## src/fdc_pkg.sv

```systemverilog
// ----------------------------------------------------------------------------
// fdc_pkg
// Shared types, constants and the byte-wide CRC-16-CCITT step of the frame
// deframer.
// ----------------------------------------------------------------------------
package fdc_pkg;

   localparam int CNT_W     = 17;
   localparam int CSR_IDX_W = 2;
   localparam int CSR_DW    = 16;
   localparam int CALL_W    = 64;

   localparam logic [CNT_W-1:0] COUNT_MAX = 17'h1FFFF;
   localparam logic [15:0]      CRC_INIT  = 16'hFFFF;
   localparam logic [15:0]      CRC_POLY  = 16'h1021;
   localparam logic [15:0]      CRC_TOP   = 16'h8000;

   localparam logic [CSR_IDX_W-1:0] CSR_MAGIC    = 2'd0;
   localparam logic [CSR_IDX_W-1:0] CSR_LOW_TYPE = 2'd1;
   localparam logic [CSR_IDX_W-1:0] CSR_HIGH_TYPE = 2'd2;
   localparam logic [CSR_IDX_W-1:0] CSR_LIMIT    = 2'd3;

   typedef enum logic [2:0] {
      ST_OK        = 3'd0,
      ST_SHORT     = 3'd1,
      ST_MAGIC     = 3'd2,
      ST_TYPE      = 3'd3,
      ST_LENGTH    = 3'd4,
      ST_TRUNCATED = 3'd5,
      ST_CRC       = 3'd6
   } status_type;

   // one queued word: an optional payload byte and an optional frame report
   typedef struct packed {
      logic              has_pay;
      logic [7:0]        pay_byte;
      logic              has_rep;
      logic [7:0]        frame_type;
      logic [7:0]        frame_flags;
      logic [7:0]        sequence_number;
      logic [CALL_W-1:0] source_call;
      logic [CALL_W-1:0] dest_call;
      logic [15:0]       payload_length;
      status_type        status;
   } entry_type;

   typedef struct packed {
      logic              kind;
      logic [7:0]        payload_byte;
      logic [7:0]        frame_type;
      logic [7:0]        frame_flags;
      logic [7:0]        sequence_number;
      logic [CALL_W-1:0] source_call;
      logic [CALL_W-1:0] dest_call;
      logic [15:0]       payload_length;
      status_type        status;
   } result_type;

   function automatic logic [15:0] crc_byte(input logic [15:0] crc, input logic [7:0] b);
      logic [15:0] c;
      c = crc ^ {b, 8'h00};
      for (int k = 0; k < 8; k++) begin
         if ((c & CRC_TOP) != 16'h0000) begin
            c = (c << 1) ^ CRC_POLY;
         end else begin
            c = c << 1;
         end
      end
      return c;
   endfunction

endpackage

```

## src/fdc_req_if.sv

```systemverilog
// ----------------------------------------------------------------------------
// fdc_req_if
// Input byte channel: valid/ready with one received byte and its last flag.
// ----------------------------------------------------------------------------
interface fdc_req_if;
   logic       valid;
   logic       ready;
   logic [7:0] byte_in;
   logic       last_byte;

   modport source(output valid, output byte_in, output last_byte, input ready);
   modport sink(input valid, input byte_in, input last_byte, output ready);
endinterface

```

## src/fdc_rsp_if.sv

```systemverilog
// ----------------------------------------------------------------------------
// fdc_rsp_if
// Result channel: valid/ready with a payload byte or a frame report.
// ----------------------------------------------------------------------------
interface fdc_rsp_if;
   logic        valid;
   logic        ready;
   logic        kind;
   logic [7:0]  payload_byte;
   logic [7:0]  frame_type;
   logic [7:0]  frame_flags;
   logic [7:0]  sequence_number;
   logic [63:0] source_call;
   logic [63:0] dest_call;
   logic [15:0] payload_length;
   logic [2:0]  status;

   modport source(output valid, output kind, output payload_byte, output frame_type,
                  output frame_flags, output sequence_number, output source_call,
                  output dest_call, output payload_length, output status, input ready);
   modport sink(input valid, input kind, input payload_byte, input frame_type,
                input frame_flags, input sequence_number, input source_call,
                input dest_call, input payload_length, input status, output ready);
endinterface

```

## src/fdc_front.sv

```systemverilog
// ----------------------------------------------------------------------------
// fdc_front
// Byte parser: tracks position, captures the header, runs the CRC, holds the
// control registers and queues payload bytes and end-of-buffer reports.
// ----------------------------------------------------------------------------
module fdc_front #(
   parameter int CALL_BYTES  = 8,
   parameter int PAYLOAD_MAX = 1024
) (
   input  logic                           clock,
   input  logic                           reset,
   fdc_req_if.sink                        req,
   input  logic                           csr_we,
   input  logic [fdc_pkg::CSR_IDX_W-1:0]  csr_index,
   input  logic [fdc_pkg::CSR_DW-1:0]     csr_wdata,
   output logic                           push_valid,
   output fdc_pkg::entry_type             push_entry,
   input  logic                           push_ready
);

   localparam int HDR_LEN  = 4 + 2 * CALL_BYTES + 2;
   localparam int CNT_W    = fdc_pkg::CNT_W;
   localparam logic [CNT_W-1:0] HDR_LEN_C = CNT_W'(HDR_LEN);

   logic [7:0]       magic_ff, magic_in;
   logic [7:0]       low_type_ff, low_type_in;
   logic [7:0]       high_type_ff, high_type_in;
   logic [15:0]      limit_ff, limit_in;

   logic [CNT_W-1:0] cnt_ff, cnt_in, cnt_nx;
   logic [15:0]      crc_ff, crc_in, crc_nx;
   logic [15:0]      frozen_ff, frozen_in, frozen_nx;
   logic [15:0]      rx_crc_ff, rx_crc_in, rx_crc_nx;
   logic             magic_ok_ff, magic_ok_in, magic_ok_nx;
   logic [7:0]       hdr_ff [HDR_LEN];
   logic [7:0]       hdr_in [HDR_LEN];
   logic [7:0]       hdr_nx [HDR_LEN];

   logic             accept, clear, in_hdr, in_pay;
   logic [15:0]      len_cur, len_nx;
   logic [CNT_W-1:0] pay_end, need_cnt;
   logic [7:0]       t_nx;
   logic [63:0]      src_nx, dst_nx;
   fdc_pkg::status_type status_nx;

   assign req.ready = push_ready;
   assign accept    = req.valid & push_ready;
   assign clear     = accept & req.last_byte;

   always_comb begin
      magic_in     = magic_ff;
      low_type_in  = low_type_ff;
      high_type_in = high_type_ff;
      limit_in     = limit_ff;
      if (csr_we) begin
         case (csr_index)
            fdc_pkg::CSR_MAGIC:     magic_in     = csr_wdata[7:0];
            fdc_pkg::CSR_LOW_TYPE:  low_type_in  = csr_wdata[7:0];
            fdc_pkg::CSR_HIGH_TYPE: high_type_in = csr_wdata[7:0];
            fdc_pkg::CSR_LIMIT:     limit_in     = csr_wdata;
            default: ;
         endcase
      end
   end

   always_comb begin
      len_cur = {hdr_ff[HDR_LEN-2], hdr_ff[HDR_LEN-1]};
      pay_end = HDR_LEN_C + {1'b0, len_cur};
      in_hdr  = cnt_ff < HDR_LEN_C;
      in_pay  = !in_hdr && (cnt_ff < pay_end);

      for (int i = 0; i < HDR_LEN; i++) begin
         hdr_nx[i] = (accept && cnt_ff == CNT_W'(i)) ? req.byte_in : hdr_ff[i];
         hdr_in[i] = clear ? 8'h00 : hdr_nx[i];
      end

      magic_ok_nx = (accept && cnt_ff == '0) ? (req.byte_in == magic_ff) : magic_ok_ff;
      crc_nx      = (accept && (in_hdr || in_pay)) ?
                    fdc_pkg::crc_byte(crc_ff, req.byte_in) : crc_ff;
      frozen_nx   = frozen_ff;
      rx_crc_nx   = rx_crc_ff;
      if (accept && !in_hdr && cnt_ff == pay_end) begin
         frozen_nx = crc_ff;
         rx_crc_nx = {req.byte_in, 8'h00};
      end else if (accept && !in_hdr && cnt_ff == pay_end + CNT_W'(1)) begin
         rx_crc_nx = {rx_crc_ff[15:8], req.byte_in};
      end
      if (!accept) begin
         cnt_nx = cnt_ff;
      end else if (cnt_ff == fdc_pkg::COUNT_MAX) begin
         cnt_nx = cnt_ff;
      end else begin
         cnt_nx = cnt_ff + CNT_W'(1);
      end

      cnt_in      = clear ? '0 : cnt_nx;
      crc_in      = clear ? fdc_pkg::CRC_INIT : crc_nx;
      frozen_in   = clear ? 16'h0000 : frozen_nx;
      rx_crc_in   = clear ? 16'h0000 : rx_crc_nx;
      magic_ok_in = clear ? 1'b0 : magic_ok_nx;
   end

   // report fields, taken from the state including the current byte
   always_comb begin
      t_nx     = hdr_nx[1];
      len_nx   = {hdr_nx[HDR_LEN-2], hdr_nx[HDR_LEN-1]};
      need_cnt = HDR_LEN_C + {1'b0, len_nx} + CNT_W'(2);
      src_nx   = '0;
      dst_nx   = '0;
      for (int i = 0; i < CALL_BYTES; i++) begin
         src_nx[(CALL_BYTES-1-i)*8 +: 8] = hdr_nx[4+i];
         dst_nx[(CALL_BYTES-1-i)*8 +: 8] = hdr_nx[4+CALL_BYTES+i];
      end
      if (cnt_nx < HDR_LEN_C + CNT_W'(2)) begin
         status_nx = fdc_pkg::ST_SHORT;
      end else if (!magic_ok_nx) begin
         status_nx = fdc_pkg::ST_MAGIC;
      end else if (t_nx < low_type_ff || t_nx > high_type_ff) begin
         status_nx = fdc_pkg::ST_TYPE;
      end else if (len_nx > limit_ff) begin
         status_nx = fdc_pkg::ST_LENGTH;
      end else if (cnt_nx < need_cnt) begin
         status_nx = fdc_pkg::ST_TRUNCATED;
      end else if (rx_crc_nx != frozen_nx) begin
         status_nx = fdc_pkg::ST_CRC;
      end else begin
         status_nx = fdc_pkg::ST_OK;
      end
   end

   always_comb begin
      push_valid                 = accept && (in_pay || req.last_byte);
      push_entry.has_pay         = in_pay;
      push_entry.pay_byte        = req.byte_in;
      push_entry.has_rep         = req.last_byte;
      push_entry.frame_type      = t_nx;
      push_entry.frame_flags     = hdr_nx[2];
      push_entry.sequence_number = hdr_nx[3];
      push_entry.source_call     = src_nx;
      push_entry.dest_call       = dst_nx;
      push_entry.payload_length  = len_nx;
      push_entry.status          = status_nx;
   end

   always_ff @(posedge clock) begin
      if (reset) begin
         magic_ff     <= 8'h00;
         low_type_ff  <= 8'h00;
         high_type_ff <= 8'd10;
         limit_ff     <= 16'(PAYLOAD_MAX);
         cnt_ff       <= '0;
         crc_ff       <= fdc_pkg::CRC_INIT;
         frozen_ff    <= 16'h0000;
         rx_crc_ff    <= 16'h0000;
         magic_ok_ff  <= 1'b0;
         for (int i = 0; i < HDR_LEN; i++) begin
            hdr_ff[i] <= 8'h00;
         end
      end else begin
         magic_ff     <= magic_in;
         low_type_ff  <= low_type_in;
         high_type_ff <= high_type_in;
         limit_ff     <= limit_in;
         cnt_ff       <= cnt_in;
         crc_ff       <= crc_in;
         frozen_ff    <= frozen_in;
         rx_crc_ff    <= rx_crc_in;
         magic_ok_ff  <= magic_ok_in;
         for (int i = 0; i < HDR_LEN; i++) begin
            hdr_ff[i] <= hdr_in[i];
         end
      end
   end

endmodule

```

## src/fdc_queue.sv

```systemverilog
// ----------------------------------------------------------------------------
// fdc_queue
// Two-word queue between the parser and the result stage.
// ----------------------------------------------------------------------------
module fdc_queue (
   input  logic               clock,
   input  logic               reset,
   input  logic               push_valid,
   input  fdc_pkg::entry_type push_entry,
   output logic               push_ready,
   output logic               head_valid,
   output fdc_pkg::entry_type head_entry,
   input  logic               pop
);

   fdc_pkg::entry_type mem_ff [2];
   logic       wr_ff, wr_in;
   logic       rd_ff, rd_in;
   logic [1:0] cnt_ff, cnt_in;
   logic       do_push, do_pop;

   assign push_ready = cnt_ff != 2'd2;
   assign head_valid = cnt_ff != 2'd0;
   assign head_entry = mem_ff[rd_ff];
   assign do_push    = push_valid && push_ready;
   assign do_pop     = pop && head_valid;

   always_comb begin
      wr_in  = do_push ? ~wr_ff : wr_ff;
      rd_in  = do_pop ? ~rd_ff : rd_ff;
      cnt_in = cnt_ff + 2'(do_push) - 2'(do_pop);
   end

   always_ff @(posedge clock) begin
      if (reset) begin
         wr_ff  <= 1'b0;
         rd_ff  <= 1'b0;
         cnt_ff <= 2'd0;
      end else begin
         wr_ff  <= wr_in;
         rd_ff  <= rd_in;
         cnt_ff <= cnt_in;
      end
   end

   always_ff @(posedge clock) begin
      if (do_push) begin
         mem_ff[wr_ff] <= push_entry;
      end
   end

endmodule

```

## src/fdc_back.sv

```systemverilog
// ----------------------------------------------------------------------------
// fdc_back
// Result stage: turns each queued word into a payload result, a report, or
// both in that order, through one output register.
// ----------------------------------------------------------------------------
module fdc_back (
   input  logic               clock,
   input  logic               reset,
   input  logic               head_valid,
   input  fdc_pkg::entry_type head_entry,
   output logic               pop,
   fdc_rsp_if.source          rsp
);

   logic                 valid_ff, valid_in;
   logic                 phase_ff, phase_in;
   fdc_pkg::result_type  res_ff, res_in;
   logic                 load, first_pay;

   always_comb begin
      load      = head_valid && (!valid_ff || rsp.ready);
      first_pay = head_entry.has_pay && !phase_ff;
      pop       = load && !(first_pay && head_entry.has_rep);
      phase_in  = load ? (first_pay && head_entry.has_rep) : phase_ff;
      if (load) begin
         valid_in = 1'b1;
      end else if (rsp.ready) begin
         valid_in = 1'b0;
      end else begin
         valid_in = valid_ff;
      end

      res_in = '0;
      if (first_pay) begin
         res_in.kind         = 1'b0;
         res_in.payload_byte = head_entry.pay_byte;
         res_in.status       = fdc_pkg::ST_OK;
      end else begin
         res_in.kind            = 1'b1;
         res_in.frame_type      = head_entry.frame_type;
         res_in.frame_flags     = head_entry.frame_flags;
         res_in.sequence_number = head_entry.sequence_number;
         res_in.source_call     = head_entry.source_call;
         res_in.dest_call       = head_entry.dest_call;
         res_in.payload_length  = head_entry.payload_length;
         res_in.status          = head_entry.status;
      end
   end

   always_ff @(posedge clock) begin
      if (reset) begin
         valid_ff <= 1'b0;
         phase_ff <= 1'b0;
      end else begin
         valid_ff <= valid_in;
         phase_ff <= phase_in;
      end
   end

   always_ff @(posedge clock) begin
      if (load) begin
         res_ff <= res_in;
      end
   end

   assign rsp.valid           = valid_ff;
   assign rsp.kind            = res_ff.kind;
   assign rsp.payload_byte    = res_ff.payload_byte;
   assign rsp.frame_type      = res_ff.frame_type;
   assign rsp.frame_flags     = res_ff.frame_flags;
   assign rsp.sequence_number = res_ff.sequence_number;
   assign rsp.source_call     = res_ff.source_call;
   assign rsp.dest_call       = res_ff.dest_call;
   assign rsp.payload_length  = res_ff.payload_length;
   assign rsp.status          = res_ff.status;

endmodule

```

## src/frame_deframer_crc16_check_top.sv

```systemverilog
// ----------------------------------------------------------------------------
// frame_deframer_crc16_check_top
// Framed packet parser with CRC-16-CCITT check.
// ----------------------------------------------------------------------------
// Takes one byte per cycle: the parser updates the CRC a whole byte at a time,
// so req_chan.ready stays high as long as the two-word queue has room. Each
// payload byte comes out as one word; the byte marked last gives a frame
// report, and if it is also a payload byte, the payload word comes first and
// the report follows it, so that byte occupies the single output register
// twice. From accept, a word passes through the two-word queue and then the
// output register to rsp_chan.valid. No clearing pass after reset;
// configuration writes take effect on the next cycle.
module frame_deframer_crc16_check_top #(
   parameter int CALL_BYTES  = 8,
   parameter int PAYLOAD_MAX = 1024
) (
   input  logic                           clock,
   input  logic                           reset,
   fdc_req_if.sink                        req_chan,
   fdc_rsp_if.source                      rsp_chan,
   input  logic                           csr_we,
   input  logic [fdc_pkg::CSR_IDX_W-1:0]  csr_index,
   input  logic [fdc_pkg::CSR_DW-1:0]     csr_wdata
);

   logic               push_valid, push_ready, head_valid, pop;
   fdc_pkg::entry_type push_entry, head_entry;

   fdc_front #(
      .CALL_BYTES  (CALL_BYTES),
      .PAYLOAD_MAX (PAYLOAD_MAX)
   ) u_front (
      .clock      (clock),
      .reset      (reset),
      .req        (req_chan),
      .csr_we     (csr_we),
      .csr_index  (csr_index),
      .csr_wdata  (csr_wdata),
      .push_valid (push_valid),
      .push_entry (push_entry),
      .push_ready (push_ready)
   );

   fdc_queue u_queue (
      .clock      (clock),
      .reset      (reset),
      .push_valid (push_valid),
      .push_entry (push_entry),
      .push_ready (push_ready),
      .head_valid (head_valid),
      .head_entry (head_entry),
      .pop        (pop)
   );

   fdc_back u_back (
      .clock      (clock),
      .reset      (reset),
      .head_valid (head_valid),
      .head_entry (head_entry),
      .pop        (pop),
      .rsp        (rsp_chan)
   );

endmodule

```

## src/flat_wrapper.sv

```systemverilog
// flat-port wrapper written by rule: the top's interface ports become plain ports
module frame_deframer_crc16_check_top_flat 
#(
   parameter int CALL_BYTES  = 8,
   parameter int PAYLOAD_MAX = 1024
)
  (clock, reset, csr_we, csr_index, csr_wdata, req_chan_valid, req_chan_byte_in, req_chan_last_byte, req_chan_ready, rsp_chan_valid, rsp_chan_kind, rsp_chan_payload_byte, rsp_chan_frame_type, rsp_chan_frame_flags, rsp_chan_sequence_number, rsp_chan_source_call, rsp_chan_dest_call, rsp_chan_payload_length, rsp_chan_status, rsp_chan_ready);
  fdc_req_if req_chan_i ();
  fdc_rsp_if rsp_chan_i ();
  input  logic clock;
  input  logic reset;
  input  logic csr_we;
  input  logic [fdc_pkg::CSR_IDX_W-1:0] csr_index;
  input  logic [fdc_pkg::CSR_DW-1:0] csr_wdata;
  input wire logic [$bits(req_chan_i.valid)-1:0] req_chan_valid;
  input wire logic [$bits(req_chan_i.byte_in)-1:0] req_chan_byte_in;
  input wire logic [$bits(req_chan_i.last_byte)-1:0] req_chan_last_byte;
  output wire logic [$bits(req_chan_i.ready)-1:0] req_chan_ready;
  output wire logic [$bits(rsp_chan_i.valid)-1:0] rsp_chan_valid;
  output wire logic [$bits(rsp_chan_i.kind)-1:0] rsp_chan_kind;
  output wire logic [$bits(rsp_chan_i.payload_byte)-1:0] rsp_chan_payload_byte;
  output wire logic [$bits(rsp_chan_i.frame_type)-1:0] rsp_chan_frame_type;
  output wire logic [$bits(rsp_chan_i.frame_flags)-1:0] rsp_chan_frame_flags;
  output wire logic [$bits(rsp_chan_i.sequence_number)-1:0] rsp_chan_sequence_number;
  output wire logic [$bits(rsp_chan_i.source_call)-1:0] rsp_chan_source_call;
  output wire logic [$bits(rsp_chan_i.dest_call)-1:0] rsp_chan_dest_call;
  output wire logic [$bits(rsp_chan_i.payload_length)-1:0] rsp_chan_payload_length;
  output wire logic [$bits(rsp_chan_i.status)-1:0] rsp_chan_status;
  input wire logic [$bits(rsp_chan_i.ready)-1:0] rsp_chan_ready;
  assign req_chan_i.valid = req_chan_valid;
  assign req_chan_i.byte_in = req_chan_byte_in;
  assign req_chan_i.last_byte = req_chan_last_byte;
  assign req_chan_ready = req_chan_i.ready;
  assign rsp_chan_valid = rsp_chan_i.valid;
  assign rsp_chan_kind = rsp_chan_i.kind;
  assign rsp_chan_payload_byte = rsp_chan_i.payload_byte;
  assign rsp_chan_frame_type = rsp_chan_i.frame_type;
  assign rsp_chan_frame_flags = rsp_chan_i.frame_flags;
  assign rsp_chan_sequence_number = rsp_chan_i.sequence_number;
  assign rsp_chan_source_call = rsp_chan_i.source_call;
  assign rsp_chan_dest_call = rsp_chan_i.dest_call;
  assign rsp_chan_payload_length = rsp_chan_i.payload_length;
  assign rsp_chan_status = rsp_chan_i.status;
  assign rsp_chan_i.ready = rsp_chan_ready;
  frame_deframer_crc16_check_top #(.CALL_BYTES(CALL_BYTES), .PAYLOAD_MAX(PAYLOAD_MAX)) u_core (.clock(clock), .reset(reset), .req_chan(req_chan_i), .rsp_chan(rsp_chan_i), .csr_we(csr_we), .csr_index(csr_index), .csr_wdata(csr_wdata));
endmodule
```

## config.mk

```make
export PLATFORM = sky130hd
export DESIGN_NAME = frame_deframer_crc16_check_top_flat
export DESIGN_NICKNAME = d
export VERILOG_FILES = /design/src/fdc_pkg.sv /design/src/fdc_req_if.sv /design/src/fdc_rsp_if.sv /design/src/fdc_front.sv /design/src/fdc_queue.sv /design/src/fdc_back.sv /design/src/frame_deframer_crc16_check_top.sv /design/src/flat_wrapper.sv
export SDC_FILE = /design/constraint.sdc
export NUM_CORES = 1
export LEC_CHECK = 0
export BUFFER_PORTS_ARGS = -buffer_cell sky130_fd_sc_hd__buf_2
export CAP_MARGIN = 20
export CORE_ASPECT_RATIO = 1.75
export CORE_MARGIN = 3
export CORE_UTILIZATION = 60
export CTS_CLUSTER_DIAMETER = 30
export DETAILED_ROUTE_END_ITERATION = 7
export PLACE_DENSITY = 0.87
export SLEW_MARGIN = 20
export SYNTH_ARGS = -nofsm -noshare
export SYNTH_HDL_FRONTEND = slang
export SYNTH_SLANG_ARGS = --single-unit
export TNS_END_PERCENT = 30
```

## constraint.sdc

```tcl
create_clock -name clock -period 27 [get_ports clock]
set_input_delay 1.35 -clock clock [delete_from_list [all_inputs] [get_ports clock]]
set_output_delay 1.35 -clock clock [all_outputs]
set_load 0.03 [all_outputs]
```

# Word-level counts from Yosys, hierarchy flattened
# Memory sizes are Yosys's and may differ from the RTL's. A register that Yosys moved wholly into a read port is not among the register bits.
# Index checks and enable logic that the tools add are counted.
[op_classes] n_mux=96 magnitude_cmp=7 bitwise_logic=35 n_reduce_logical=52 n_eq_ne=31 addsub=7
[op_table] op="$mux 8" count=67
[op_table] op="$eq 17x4->1 const B" count=8
[op_table] op="$mux 13" count=8
[op_table] op="$eq 17x5->1 const B" count=6
[op_table] op="$eq 17x3->1 const B" count=4
[op_table] op="$add 17x1->17 const B" count=2
[op_table] op="$add 5x16->17 const A" count=2
[op_table] op="$eq 17x17->1" count=2
[op_table] op="$eq 17x2->1 const B" count=2
[op_table] op="$logic_and 1x1->1" count=34
[op_table] op="$lt 17x17->1" count=2
[op_table] op="$lt 17x5->1 const B" count=2
[op_table] op="$mux 17" count=2
[op_table] op="$mux 16" count=2
[op_table] op="$not 3->3" count=8
[op_table] op="$or 1x1->1" count=22
[op_table] op="$mux 3" count=6
[op_table] op="$add 17x2->17 const B" count=1
[op_table] op="$eq 17x1->1 const B" count=1
[op_table] op="$eq 17x17->1 const B" count=1
[op_table] op="$logic_not 17->1" count=1
[op_table] op="$gt 16x16->1" count=1
[op_table] op="$ne 16x16->1" count=1
[op_table] op="$xor 16x16->16" count=1
[op_table] op="other kinds (17)" count=42
[word_totals] input_bits=32 memories=2 mem_bits_rw=538 output_inout_bits=182 word_cells=253 regBits=292
[mem_list] name="u_core.u_queue.mem_ff" depth=2 width=181 read_ports=1 rd_ports_with_merged_regs=1 write_ports=1 line="fdc_queue.sv:16" source="fdc_pkg::entry_type mem_ff [2];"
[mem_list] name="u_core.u_front.hdr_ff" depth=22 width=8 read_ports=21 rd_ports_with_merged_regs=0 write_ports=22 line="fdc_front.sv:35" source="logic [7:0] hdr_ff [HDR_LEN];"

# Logic depth before layout (Yosys ltp)
# Gate-level depths: netlist of the first run.
[depth] word_depth=17 mapped_depth=22 depth_no_buf=20

# Cells and area by module
# From an unflattened synthesis of the first run, not the netlist that was laid out.
[unflattened] cells_unflattened=2526 area_unflattened_um2=34773.4
[modules_own_cells] mod="fdc_front" instances=1 seq_area_each_um2=5485.3 cells_each=1548 area_per_inst_um2=14362.5
[modules_own_cells] mod="fdc_queue" instances=1 seq_area_each_um2=10970.5 cells_each=587 area_per_inst_um2=13643.1
[modules_own_cells] mod="fdc_back" instances=1 seq_area_each_um2=5445.2 cells_each=391 area_per_inst_um2=6767.7

# Least setup slack after synthesis of the first run
# OpenSTA, ideal clock, no wires.
[synth_timing] kind="register -> register" startpoint="memory u_core.u_front.hdr_ff[21][1] (netlist: u_core.u_front.hdr_ff[0][169])" endpoint="memory u_core.u_queue.mem_ff[1][0] (netlist name) (enable)" path_slack_ns=16.163 synth_period_minus_slack_ns=10.837 path_stages_with_launch=13 path_buffers=1 arrival_ns=10.112 required_ns=26.275 cell_sequence="dfxtp_1 > inv_1 > ha_1 > buf_6 > nand2b_2 > a2111oi_2 > xnor2_1 > ha_1 > a21o_1 > a21oi_1 > and3_1 > o21ai_0 > nor2_1"
[synth_lines] item="from (decl)" line="fdc_front.sv:35"
[synth_lines] item="to (decl)" line="fdc_queue.sv:16"

==> impl_metrics.toml, run 1 <==
[status]
outcome = "finished, final reports clean"

[setup_path]
crit_fanout = 13
required_ns = 27.38
cp-start-kind = "flop"
crit_type = "flop to flop"
end_kind = "flop"
r2r_slack_ns = 21.39
cp_data_arrival_time_ns = 5.99

[drt]
vias = 20900
topRoutingLayerUsed = "met4"
route.detailed.wl_per_inst_um = 22.8
drtIter0Drc = 1796
met1_length_um = 30200
postRouteAntennaNets = 0
wirelength_um = 80500
met2_length_um = 41500
first_pass_iters = 5
viasPerCell = 5.92
route.met3.wl_um = 4740
drc_errors = 0

[finish]
diodes = 0
layoutNonFillerInstCount = 3538
final_util_pct = 69.9
syn2layout_area_growth_pct = 14.9
nets = 2865
drive_gt1_share_pct = 20.5

[placement]
place_inst = 3359
hpwl_um = 51300
portBuffers = 213
gp_congestion = 0.907

[synth]
seq_area_frac_synth_pct = 65.1
ys.flop_type = "edfxtp_1"
synth-seq-cells = 823
syn-mean-instance-area_um2 = 13.2
synth_warnings = 0
syn-instance-count = 2558
async_reset_ff_share_pct = 0
synth-edff-count = 542
synth.most_common_cell = "edfxtp_1"
synth_cell_types = 81
synth_top_area_share_pct = 48.4
synthTopCellsByArea = "edfxtp_1 48%, dfxtp_1 17%, mux2i_1 6.5%"
syn_nets = 2663
synth_common_cells = "542 x edfxtp_1, 281 x dfxtp_1, 268 x nor2_1"
yosys.area.top_type = "edfxtp_1"
syn_area_um2 = 33600

[timing]
fmax_ghz = 0.178
worst_clock_skew_ns = 0.0241
fin_hold_ws_ns = 0.455
max_slew_margin_pct = 26.3
fin_crit_ns = 5.61
tns_ns = 0
worst_slew_pin_slew_ns = 1.11
fin_crit_sh_pct = 20.8
drv_slew = 0
rsz0062_at_grt = "false"
setup_violations = 0
finalHoldViolCount = 0

[power_and_ir_drop]
powerDensity_nw_per_um2 = 97.8
pwr-share-seq_pct = 43.5
p_sw_mw = 1.23
power_leakage_nw = 14.9
ir_drop_mv = 0.104
internal_power_mw = 2.56
pwr-share-comb_pct = 21.5
swShare_pct = 32.4
pwr-share-clk_pct = 35.0

[clock_network]
cts.sinks = 823
cts_root_buf = "clkbuf_16"
post_cts_buffers = 0
path_clk_slew_ns = 0.06
ctsResizeCount = 0
htree_levels = 3
holdBufCountCts = 0
clock_latency_ns = 0.65
cts_tree = "built"
cts-buffers-inserted = 95
clockBufferDepth = 3

[floorplan]
core-area_um2 = 55300
initial_utilization_pct = 60.8
ios = 214
dieArea_um2 = 59100
std_cell_rows = 114
die_w_um = 185
die_y_um = 319

[global_route]
antenna_found_initial = 0
grt_max_degree = 173
gr-usage-all-layers_pct = 27.1
grt_pass1_vias = 22000
grt_overflow = 0
grt_first_pass_wirelength_um = 124000

[hold_path]
min_path_type = "flop to flop"

[flow_run]
cap_violations = 0
final timing paths:
path | cells past startpoint | to | from
worst min register to register | 2 | u_core.u_front.limit_ff[7]$_SDFFE_PP0P_ | u_core.u_front.limit_ff[7]$_SDFFE_PP0P_
worst max-delay path | 17 | u_core.u_queue.mem_ff[0][1]$_DFFE_PP_ | u_core.u_front.cnt_ff[12]$_SDFF_PP0_
worst max register to register | 17 | u_core.u_queue.mem_ff[0][1]$_DFFE_PP_ | u_core.u_front.cnt_ff[12]$_SDFF_PP0_
worst min-delay path | 2 | u_core.u_front.limit_ff[7]$_SDFFE_PP0P_ | u_core.u_front.limit_ff[7]$_SDFFE_PP0P_
cell type report:
cell class / instances / area (um2)
Timing Repair Buffer: 240 / 1280
Clock inverter: 67 / 768
Clock buffer: 112 / 2560
Fill cell: 3642 / 16700
Inverter: 77 / 294
Multi-Input combinational cell: 1523 / 11000
Sequential cell: 823 / 21900
Tap cell: 696 / 871
sequential cells by signal, summed over array words and instances (netlist names), 16 cells and up, named ones only:
signal,cells
u_core.u_front.limit_ff,16
u_core.u_front.frozen_ff,16
u_core.u_front.rx_crc_ff,16
u_core.u_back.rsp.source_call,64
u_core.u_front.crc_ff,16
u_core.u_front.cnt_ff,17
u_core.u_queue.mem_ff,362
u_core.u_back.rsp.payload_length,16
u_core.u_back.rsp.dest_call,64
u_core.u_front.hdr_ff,168
kinds of logic (layout without fill, tap and decap cells):
group,Yosys count,after routing,share of synthesized area (%)
XOR/XNOR,116,116,3.27
adder cells (fa/ha/maj),73,73,2.71
AO/OA/AOI/OAI,232,232,4.50
buffers and inverters,212,496,2.42
multiplexers,355,355,11.1
AND/OR/NAND/NOR,747,747,10.9
flip-flops,823,823,65.1
critical path, stage by stage, from the launching register on:
cell       delay (ns)
dfxtp_1          0.37
nor4_1           0.53
nand3_1          0.33
nor3_2           0.33
nand4_1          0.64
mux2i_1          0.63
inv_1            0.15
ha_1             0.33
a21o_1           0.14
a21o_1           0.11
a21oi_1          0.06
o21a_1           0.16
o21ai_0          0.24
nor2_1           0.07
a211oi_1         0.70
a2111oi_0        0.21
a31oi_2          0.25
o31ai_2          0.09
power by group through the flow:
stage               registers (mW)  logic, mW  clock network (mW)
CTS                           1.65      0.821                1.34
global placement              1.67      0.795                   0
finish                        1.65      0.812                1.32
floorplan                     1.90      0.350                   0
detailed placement            1.67      0.814                   0
global route                  1.66      0.864                1.38
cell usage in the layout, fill, tap and decap left out, types with 17 or more instances in the layout:
master / n
clkbuf_16: 98
xor2_1: 30
a21o_1: 17
nand3_1: 24
buf_4: 26
mux2_2: 134
dfxtp_1: 280
nand4_1: 22
nor2_1: 266
xnor2_1: 79
mux2i_1: 219
inv_1: 74
o211ai_1: 20
edfxtp_1: 542
ha_1: 73
o21ai_0: 53
buf_2: 213
nor4_1: 19
and2_1: 161
nand2_1: 164
a21oi_1: 77
layer usage:
layer	vias to the layer above	global-route usage, %
met5	-	0
met4	0	13.4
met3	227	3.77
met2	877	47.8
met1	10300	32.4
li1	9521	-
metrics by stage:
stage / area (um2) / setup slack (ns) / total power, mW
after global placement: 35300 / 21.00 / 2.46
after floorplan: 33600 / 16.16 / 2.25
final: 38700 / 21.39 / 3.78
after global routing: 38700 / 20.83 / 3.91
after detailed placement: 35300 / 20.92 / 2.49
after CTS: 38700 / 21.46 / 3.81
Note: power is estimated with default switching activity, not from simulation.
==> inputs of run 2 (changes only) <==
- clock period: 27 -> 5.83 ns (I/O delays scaled with it)
==> impl_metrics.toml, run 2 (synthesized netlist as in run 1, its figures left out) <==
[floorplan]
std_cell_rows = 114
dieArea_um2 = 59100
die_y_um = 319
die_w_um = 185
ios = 214
core-area_um2 = 55300
initial_utilization_pct = 60.8

[setup_path]
crit_fanout = 11
cp-start-kind = "flop"
crit_family = "compound AO/OA/AOI/OAI gates"
cp.depth = 22
required_ns = 6.27
path_cells = "nor4_2 -> nand3_1 -> nor3_2 -> nand4_1 -> buf_4 -> mux2i_1 -> buf_4 -> a21oi_1 -> nor2b_1 -> nand2_1 -> nor2_1 -> xnor2_1 -> ha_1 -> a21o_1 -> a21o_1 -> a21oi_1 -> o21ai_0 -> a21o_1 -> a21oi_1 -> a21oi_1 -> a211o_1 -> a31oi_1"
cp_data_arrival_time_ns = 5.72
reg2reg_depth = 22
cp_slowest_cell = "nor4_2"
crit_type = "flop to flop"
cpMostUsedCell = "a21oi_1"
path_buf_inv = 2
slowest_delay_ns = 0.49
end_kind = "flop"

[clock_network]
post_cts_buffers = 0
clockBufferDepth = 3
cts_tree = "built"
cts-buffers-inserted = 92
htree_levels = 3
cts.sinks = 823
clock_latency_ns = 0.65
cts_root_buf = "clkbuf_16"
path_clk_slew_ns = 0.06

[power_and_ir_drop]
internal_power_mw = 11.6
p_sw_mw = 5.63
ir_drop_mv = 0.435
power_leakage_nw = 15.0
swShare_pct = 32.6
powerDensity_nw_per_um2 = 444
pwr-share-comb_pct = 21.9
pwr-share-clk_pct = 34.1
pwr-share-seq_pct = 44.0

[finish]
largest_registers = "u_core.u_queue.mem_ff: 362 flops, u_core.u_front.hdr_ff: 168 flops"
regMostFlops = "u_core.u_queue.mem_ff"
largest_reg_flops = 362
layoutNonFillerInstCount = 3568
layout_commonest_cell = "edfxtp_1"
syn2layout_area_growth_pct = 15.7
design_area_um2 = 38900
fill_cells = 3640
nets = 2898
drive_gt1_share_pct = 20.9
diodes = 0
layout_common_cells = "542 x edfxtp_1, 280 x dfxtp_1, 266 x nor2_1"

[placement]
hpwl_um = 53000
gp_congestion = 0.916
placed_cell_area_um2 = 35500
portBuffers = 213
dp_slack_ns = 0.430
place_inst = 3377

[timing]
setup_violations = 0
fin_crit_ns = 5.28
worst_slack_ns = 0.550
fmax_ghz = 0.189
rsz0062_at_grt = "false"
drv_slew = 0
worst_slew_pin_slew_ns = 1.10
finalHoldViolCount = 0
fin_crit_sh_pct = 90.6
worst_clock_skew_ns = 0.0361
max_slew_margin_pct = 26.8
tns_ns = 0

[global_route]
gr-usage-all-layers_pct = 27.5
antenna_found_initial = 0
grt_max_degree = 145
grt_overflow = 0
grt_first_pass_wirelength_um = 124000
grt_pass1_vias = 21700

[status]
outcome = "finished, final reports clean"

[drt]
route.detailed.wl_per_inst_um = 22.8
wirelength_um = 81500
drc_errors = 0
drtIter0Drc = 1767
first_pass_iters = 5
viasPerCell = 5.85
vias = 20900
postRouteAntennaNets = 0

[flow_run]
cap_violations = 0

[hold_path]
min_path_type = "input port to flop"
min_path_cells = 3
[run 2: changes by cell type in the layout (fill, tap and decap cells not counted), moves of 3 or more]
cell           before  now
inv_16              4    1
inv_8               9   12
clkbuf_16          98   93
clkinv_2            7    3
clkinv_8            6   10
dlygate4sd3_1       0   17
buf_12              1    5
buf_4              26   40
clkinv_1            5    0
[run 2: final cells by class]
type                    instances  area [um2]  share of cell area, %
repair buffers                276        1660                   4.27
multi-input cells            1523       11000                   28.2
clock buffers                 108        2440                   6.28
clock inverters                65         763                   1.96
flip-flops and latches        823       21900                   56.3
well taps                     696         871                   2.24
inverters                      77         294                  0.755
[run 2: repair_timing]
action / in CTS / in global routing
setup endpoints to repair: 0 / 2
hold buffers: 17 / 0
resized for setup: 0 / 1
hold endpoints to repair: 42 / 0
[run 2: worst paths after layout]
path	end	startpoint	slack [ns]
hold reg to reg	u_core.u_front.limit_ff[11]$_SDFFE_PP0P_	u_core.u_front.limit_ff[11]$_SDFFE_PP0P_	0.46
hold / removal	u_core.u_back.rsp.valid$_SDFFE_PP0P_	rsp_chan_ready	0.05
setup / recovery	u_core.u_queue.mem_ff[0][2]$_DFFE_PP_	u_core.u_front.cnt_ff[12]$_SDFF_PP0_	0.55
setup reg to reg	u_core.u_queue.mem_ff[0][2]$_DFFE_PP_	u_core.u_front.cnt_ff[12]$_SDFF_PP0_	0.55
[run 2: power by group through the flow]
stage	clock [mW]	sequential [mW]	combinational, mW
global placement	0	7.70	3.69
global route	6.19	7.66	4.04
detailed placement	0	7.73	3.77
floorplan	0	8.84	1.63
finish	5.89	7.60	3.79
CTS	5.95	7.60	3.82
[run 2: layer usage]
metal  global-route usage, %  vias to the layer above  part of all wire [%]
li1                        -                     9605                     -
met1                    31.9                    10200                    37
met2                    48.5                      775                    52
met3                    3.83                      232                   5.0
met4                    15.7                        0                   6.1
met5                       0                        -                     0
[run 2: worst reg2reg max path: stages, from the launching register on]
cell	delay, ns
dfxtp_1	0.37
nor4_2	0.49
nand3_1	0.34
nor3_2	0.32
nand4_1	0.14
buf_4	0.23
mux2i_1	0.14
buf_4	0.19
a21oi_1	0.20
nor2b_1	0.24
nand2_1	0.16
nor2_1	0.16
xnor2_1	0.15
ha_1	0.28
a21o_1	0.19
a21o_1	0.17
a21oi_1	0.15
o21ai_0	0.10
a21o_1	0.18
a21oi_1	0.22
a21oi_1	0.14
a211o_1	0.31
a31oi_1	0.22
[run 2: stage by stage]
| step | util [%] | hold WS [ns] | total power, mW |
|---|---|---|---|
| after global placement | 64.2 | 0.447 | 11.4 |
| after global routing | 70.3 | 0.0662 | 17.9 |
| after floorplan | - | 0.390 | 10.5 |
| after detailed placement | 64.2 | 0.452 | 11.5 |
| after CTS | 70.3 | 0.0304 | 17.4 |
| final | 70.3 | 0.0500 | 17.3 |
